===== config.mk =====
export PLATFORM = sky130hd
export DESIGN_NAME = mpc_controller
export DESIGN_NICKNAME = d
export VERILOG_FILES = /design/src/hdl/mpc_pkg.sv /design/src/hdl/mpc_controller.sv
export SDC_FILE = /design/constraint.sdc
export NUM_CORES = 1
export LEC_CHECK = 0
export ABC_AREA = 1
export BUFFER_PORTS_ARGS = -buffer_cell sky130_fd_sc_hd__buf_2
export CAP_MARGIN = 20
export CORE_AREA = 2 2 39 41
export DETAILED_ROUTE_END_ITERATION = 12
export DIE_AREA = 0 0 41 43
export MAX_ROUTING_LAYER = met4
export RECOVER_POWER = 50
export SLEW_MARGIN = 15
export SYNTH_ARGS = -nofsm -noshare
export SYNTH_HDL_FRONTEND = slang
export SYNTH_SLANG_ARGS = --single-unit
export TNS_END_PERCENT = 20

===== constraint.sdc =====
create_clock -name clock -period 2.4 [get_ports clock]
set_input_delay 0.48 -clock clock [delete_from_list [all_inputs] [get_ports clock]]
set_output_delay 0.48 -clock clock [all_outputs]
set_load 0.005 [all_outputs]

===== src/hdl/mpc_pkg.sv =====
// ----------------------------------------------------------------------------
// mpc_pkg: shared types and constants of the Mandelbrot pixel colour block
// Number formats, controller commands and status, and the shaping table.
// ----------------------------------------------------------------------------
`default_nettype none

package mpc_pkg;

   localparam int MAX_ITERATIONS = 100;
   localparam int FRACTION_BITS  = 28;

   localparam int COORD_W  = 12;
   localparam int DIM_W    = 13;
   localparam int COLOUR_W = 24;
   localparam int CHAN_W   = 8;
   localparam int SHAPE_W  = 16;

   localparam int NUM_W     = COORD_W + 2;
   localparam int QUOT_W    = NUM_W + FRACTION_BITS;
   localparam int DIV_STEPS = QUOT_W;
   localparam int STEP_W    = $clog2(DIV_STEPS + 1);

   // Signed point and z values with a range of plus or minus sixteen.
   localparam int Z_W    = FRACTION_BITS + 5;
   localparam int PROD_W = 2 * Z_W;
   localparam int SQ_W   = PROD_W - FRACTION_BITS;
   localparam int ITER_W = $clog2(MAX_ITERATIONS + 1);

   localparam int OFFSET_W = 2;
   localparam logic [OFFSET_W-1:0] OFFSET_X = 2'd2;
   localparam logic [OFFSET_W-1:0] OFFSET_Y = 2'd1;

   localparam logic [Z_W-1:0] FOUR_FX = Z_W'(4) << FRACTION_BITS;
   localparam logic signed [SQ_W:0] ESCAPE_LIMIT = (SQ_W + 1)'(4) << FRACTION_BITS;

   localparam int BLEND_W = CHAN_W + SHAPE_W + 1;
   localparam logic [SHAPE_W:0] SHAPE_ONE = (SHAPE_W + 1)'(1) << SHAPE_W;

   localparam int CSR_INDEX_W = 2;
   localparam logic [CSR_INDEX_W-1:0] CSR_IMAGE_WIDTH    = 2'd0;
   localparam logic [CSR_INDEX_W-1:0] CSR_IMAGE_HEIGHT   = 2'd1;
   localparam logic [CSR_INDEX_W-1:0] CSR_INSIDE_COLOUR  = 2'd2;
   localparam logic [CSR_INDEX_W-1:0] CSR_OUTSIDE_COLOUR = 2'd3;

   localparam logic [DIM_W-1:0]    RESET_IMAGE_WIDTH    = 13'd200;
   localparam logic [DIM_W-1:0]    RESET_IMAGE_HEIGHT   = 13'd200;
   localparam logic [COLOUR_W-1:0] RESET_INSIDE_COLOUR  = 24'hFF00FF;
   localparam logic [COLOUR_W-1:0] RESET_OUTSIDE_COLOUR = 24'h00FF00;

   typedef enum logic [2:0] {
      ST_IDLE,
      ST_MAP,
      ST_SEED,
      ST_MUL,
      ST_UPDATE,
      ST_SHAPE,
      ST_BLEND
   } state_type;

   typedef struct packed {
      logic load;
      logic map_step;
      logic seed;
      logic mul;
      logic update;
      logic shape;
      logic blend;
   } cmd_type;

   typedef struct packed {
      logic map_done;
      logic escaped;
      logic iter_last;
   } status_type;

   // Entry i is the largest s with s^5 * MAX_ITERATIONS <= i * 2^(5*SHAPE_W).
   function automatic logic [SHAPE_W*MAX_ITERATIONS-1:0] build_shape_table();
      logic [SHAPE_W*MAX_ITERATIONS-1:0] tbl;
      logic [SHAPE_W-1:0] s;
      logic [SHAPE_W-1:0] cand;
      logic [95:0] pw;
      logic [95:0] lim;
      tbl = '0;
      for (int i = 0; i < MAX_ITERATIONS; i++) begin
         s   = '0;
         lim = 96'(i) << (5 * SHAPE_W);
         for (int b = SHAPE_W - 1; b >= 0; b--) begin
            cand = s | (SHAPE_W'(1) << b);
            pw   = 96'(cand);
            pw   = pw * 96'(cand);
            pw   = pw * 96'(cand);
            pw   = pw * 96'(cand);
            pw   = pw * 96'(cand);
            pw   = pw * 96'(MAX_ITERATIONS);
            if (pw <= lim) begin
               s = cand;
            end
         end
         tbl[i*SHAPE_W +: SHAPE_W] = s;
      end
      return tbl;
   endfunction

   localparam logic [SHAPE_W*MAX_ITERATIONS-1:0] SHAPE_TABLE = build_shape_table();

endpackage

`default_nettype wire


===== src/hdl/mpc_controller.sv =====
// ----------------------------------------------------------------------------
// mpc_controller: sequencer of the Mandelbrot pixel colour block
// Steps the datapath through mapping, iteration, shaping and blending, and
// owns the request and result handshakes.
// ----------------------------------------------------------------------------
`default_nettype none

module mpc_controller
   import mpc_pkg::*;
(
   input  wire logic       clock,
   input  wire logic       reset,
   input  wire logic       req_tvalid,
   output logic            req_tready,
   output logic            rsp_tvalid,
   input  wire logic       rsp_tready,
   input  wire status_type status,
   output cmd_type         cmd
);

   state_type state_ff, state_in;
   logic      valid_ff, valid_in;

   always_ff @(posedge clock) begin
      if (reset) begin
         state_ff <= ST_IDLE;
         valid_ff <= 1'b0;
      end else begin
         state_ff <= state_in;
         valid_ff <= valid_in;
      end
   end

   always_comb begin
      state_in   = state_ff;
      cmd        = '0;
      req_tready = 1'b0;
      case (state_ff)
         ST_IDLE: begin
            req_tready = 1'b1;
            if (req_tvalid) begin
               cmd.load = 1'b1;
               state_in = ST_MAP;
            end
         end
         ST_MAP: begin
            if (status.map_done) begin
               state_in = ST_SEED;
            end else begin
               cmd.map_step = 1'b1;
            end
         end
         ST_SEED: begin
            cmd.seed = 1'b1;
            state_in = ST_MUL;
         end
         ST_MUL: begin
            cmd.mul  = 1'b1;
            state_in = ST_UPDATE;
         end
         ST_UPDATE: begin
            cmd.update = 1'b1;
            if (status.escaped || status.iter_last) begin
               state_in = ST_SHAPE;
            end else begin
               state_in = ST_MUL;
            end
         end
         ST_SHAPE: begin
            cmd.shape = 1'b1;
            state_in  = ST_BLEND;
         end
         ST_BLEND: begin
            if (!valid_ff || rsp_tready) begin
               cmd.blend = 1'b1;
               state_in  = ST_IDLE;
            end
         end
         default: begin
            state_in = ST_IDLE;
         end
      endcase
      valid_in = cmd.blend | (valid_ff & ~rsp_tready);
   end

   assign rsp_tvalid = valid_ff;

endmodule

`default_nettype wire


* Word-level counts from Yosys, hierarchy flattened
Index checks and enable logic that the tools add are counted.
** Operators by class
- Add/sub/neg operators :: 0
- Multipliers :: 0
- Div/mod/pow operators :: 0
- $lt $le $gt $ge :: 0
- Equal/unequal tests :: 9
- Shifts and indexed selects :: 0
- Muxes and demuxes :: 16
- Bitwise logic cells :: 3
- Reduce and logical (&&, ||, !) cells :: 5
** Operators with widths (number)
- 3-bit case mux with 7 select lines :: 1
- 3-bit 2-to-1 mux :: 4
- 1-bit 2-to-1 mux :: 11
- 3-bit == test (second input constant) :: 3
- 3-bit by 2-bit == test with 1-bit output (second input constant) :: 2
- 2-bit inequality test (second input constant) :: 3
- 3-bit by 1-bit == test with 1-bit output (second input constant) :: 1
- 3-bit zero test :: 1
- 3-bit AND reduction :: 1
- 1-bit logical OR :: 2
- 1-bit AND :: 1
- 1-bit zero test :: 1
- 1-bit NOT :: 1
- 1-bit OR :: 1
** Word-level totals
- Register bits after elaboration :: 4
- Bits in latches :: 0
- RAM bits :: 0
- ROM bits :: 0
- Bits of input ports :: 7
- Output and inout bits :: 9
- Logic and storage cells :: 35
- Memories :: 0

* Depth between registers and ports, before layout
- Depth after elaboration :: 5
- Gate-level depth with buffers :: 8
- Depth with buffers taken out :: 7

* Worst setup path before layout
Ideal clock, no wire load.
- Path kind :: register to output
- Start :: register state_ff[1]
- End :: output cmd[6] in the netlist's numbering
- Arrival time :: 0.796 ns
- Required time :: 1.920 ns
- Setup slack :: 1.124 ns
- Stages on the path, launching flop included :: 4
- Buffers on the path :: 0
- Cell sequence :: dfxtp_1 > nor2_1 > inv_1 > nor3_1
** RTL lines
- from (decl) :: RTL line mpc_controller.sv:21 : state_type state_ff, state_in;
- from (signal assigned) :: RTL line mpc_controller.sv:29 : state_ff <= state_in;
- to (decl) :: RTL line mpc_controller.sv:18 : output cmd_type cmd

==> results_dict.tcl <==
set metrics [dict create \
    postCtsSetupBuffers 0 \
    status "finished clean" \
    peakVddDrop_mv 0.209 \
    core_area_mm2 0.00138 \
    synth-seq-cells 4 \
    gp_congestion 0.678 \
    post-dp-hpwl_um 530 \
    drt_pass1_iterations 4 \
    relSlewSlack_pct 80.4 \
    fin_crit_sh_pct 70.0 \
    final_hold_viol_count 0 \
    clock.fmax_mhz 595 \
    route.detailed.drc 0 \
    rows 14 \
    io_pins 16 \
    synthCells 52 \
    h-tree-depth 1 \
    min_period_ps 1680 \
    worst_path_max_delay_cell "dfxtp_1" \
    path_cells "nor2_1 -> inv_1 -> nor3_1 -> buf_2" \
    fin_tns_setup_ps 0 \
    syn2layout_area_growth_pct 36.4 \
    worst_pin_slew_ps 294 \
    nFillCells 162 \
    clk_path_buf_depth 2 \
    port_buffers 15 \
    wl_per_cell_um 7.25 \
    ys_seq_area_share_pct 26.8 \
    grt_max_degree 10 \
    pre_cts_slack_ps 961 \
    cts_tree "built" \
    maxCapViolCount 0 \
    finalSetupViolCount 0 \
    cts_root_buf "clkbuf_4" \
    drt_iter0_drc 6 \
    grt_pass1_vias 262 \
    die_x_um 41 \
    grt_first_pass_wirelength_um 876 \
    crit_required_ps 1920 \
    rsz0062_at_grt "no" \
    synth_area_leader_cell "dfxtp_1" \
    leakage_nw 0.259 \
    dr_total_vias 344 \
    n_antenna_cell 0 \
    worstSetupPathType "reg2out" \
    numClockSinks 4 \
    cts_resized 0 \
    critical_path.max_fanout 7 \
    yosysWarnings 0 \
    clk-insertion-delay-late_ps 230 \
    ys_top_cells_by_area "dfxtp_1 27%, inv_1 16%, nor2_1 14%, nand3_1 13%, nand3_2 6.7%" \
    netlist_area_um2 299 \
    die_h_um 43 \
    final_cell_mix "14 x inv_1, 14 x buf_2, 11 x nor2_1" \
    hp-class "in2reg" \
    slew_violations 0 \
    wl_um 616 \
    synth.top_cell.area_share_pct 26.8 \
    critPathCaptureType "output port" \
    viasPerCell 4.05 \
    synth_nets 59 \
    grt_usage_pct 7.71 \
    postCtsHoldBufs 0 \
    die_area_mm2 0.00176 \
    final_nets 78 \
    layout_setup_ws_ps 720 \
    cp.arrival_ps 1200 \
    slowest_delay_ps 370 \
    clkTransAtPathRegs_ps 30 \
    whs_ps 444 \
    ant_nets 0 \
    p_per_area_mw_per_mm2 632 \
    cts_inserted_buffers 3 \
    drive_gt1_share_pct 33.3 \
    avgSynthCellArea_um2 5.75 \
    skew_ps 2.12 \
    crit_path_start_kind "flop" \
    synth.distinct_cells 13 \
    grt.overflow.total 0 \
    grt_antenna_before_repair 0 \
    initial_utilization_pct 21.6 \
]
==> metal layers <==
layer / share of wire (%) / track usage, %
met1: 45 / 7.69
met2: 44 / 11.3
met3: 12 / 1.57
met4: 0 / 8.00
met5: 0 / -
==> cells by family (layout without fill, tap and decap cells) <==
kind of cell	after synthesis	after routing	synth area share, %
AO/OA/AOI/OAI	2	2	3.34
buffers and inverters	16	33	21.3
flip-flops	4	4	26.8
AND/OR/NAND/NOR	30	30	48.5
==> path summary, 6_finish.rpt <==
path | from | end | slack [ps] | cells after the start
worst max-delay path | state_ff[1]$_SDFFE_PP0P_ | cmd[6] | 720 | 4
worst min register to register | rsp_tvalid$_SDFF_PP0_ | rsp_tvalid$_SDFF_PP0_ | 580 | 4
worst max register to register | state_ff[2]$_SDFFE_PP0P_ | state_ff[2]$_SDFFE_PP0P_ | 1300 | 7
worst min-delay path | reset | state_ff[0]$_SDFFE_PP0P_ | 440 | 2
==> cell usage after synthesis <==
master	number
nand3_2	2
a21oi_1	1
nand2_1	4
nand3_1	8
inv_2	2
nand2_2	1
o21ai_1	1
inv_1	13
nor3_1	2
dfxtp_1	4
buf_4	1
nor2_1	11
nor2_2	2
==> final cells by class <==
type	count	area [µm²]	area share, %
Clock buffer	3	22.5	5.52
Inverter	15	56.3	13.8
Multi-Input combinational cell	32	155	38.0
Sequential cell	4	80.1	19.6
Tap cell	16	20.0	4.91
Timing Repair Buffer	15	73.8	18.1
==> metrics by stage <==
stage	utilization, %	total power [mW]	cells	area, µm²
after floorplan	-	0.151	52	299
after global placement	27.9	0.181	82	387
after detailed placement	27.9	0.182	82	387
after CTS	29.6	0.266	85	409
after global routing	29.5	0.281	85	408
final	29.5	0.258	85	408
==> report_power, final <==
part           switching [mW]  internal (mW)
Combinational          0.0486         0.0386
Clock                  0.0237         0.0556
Sequential             0.0159         0.0752
==> critical path, delay by kind of cell, from the launching register on <==
family,cells,cell delay (ps)
buffers and inverters,2,230
DFF,1,370
and+or+nand+nor,2,360
==> registers in the layout, indices dropped and copies added, names as in the netlist <==
name	cells
state_ff	3
rsp_tvalid	1
Note: power is estimated with default switching activity, not from simulation.
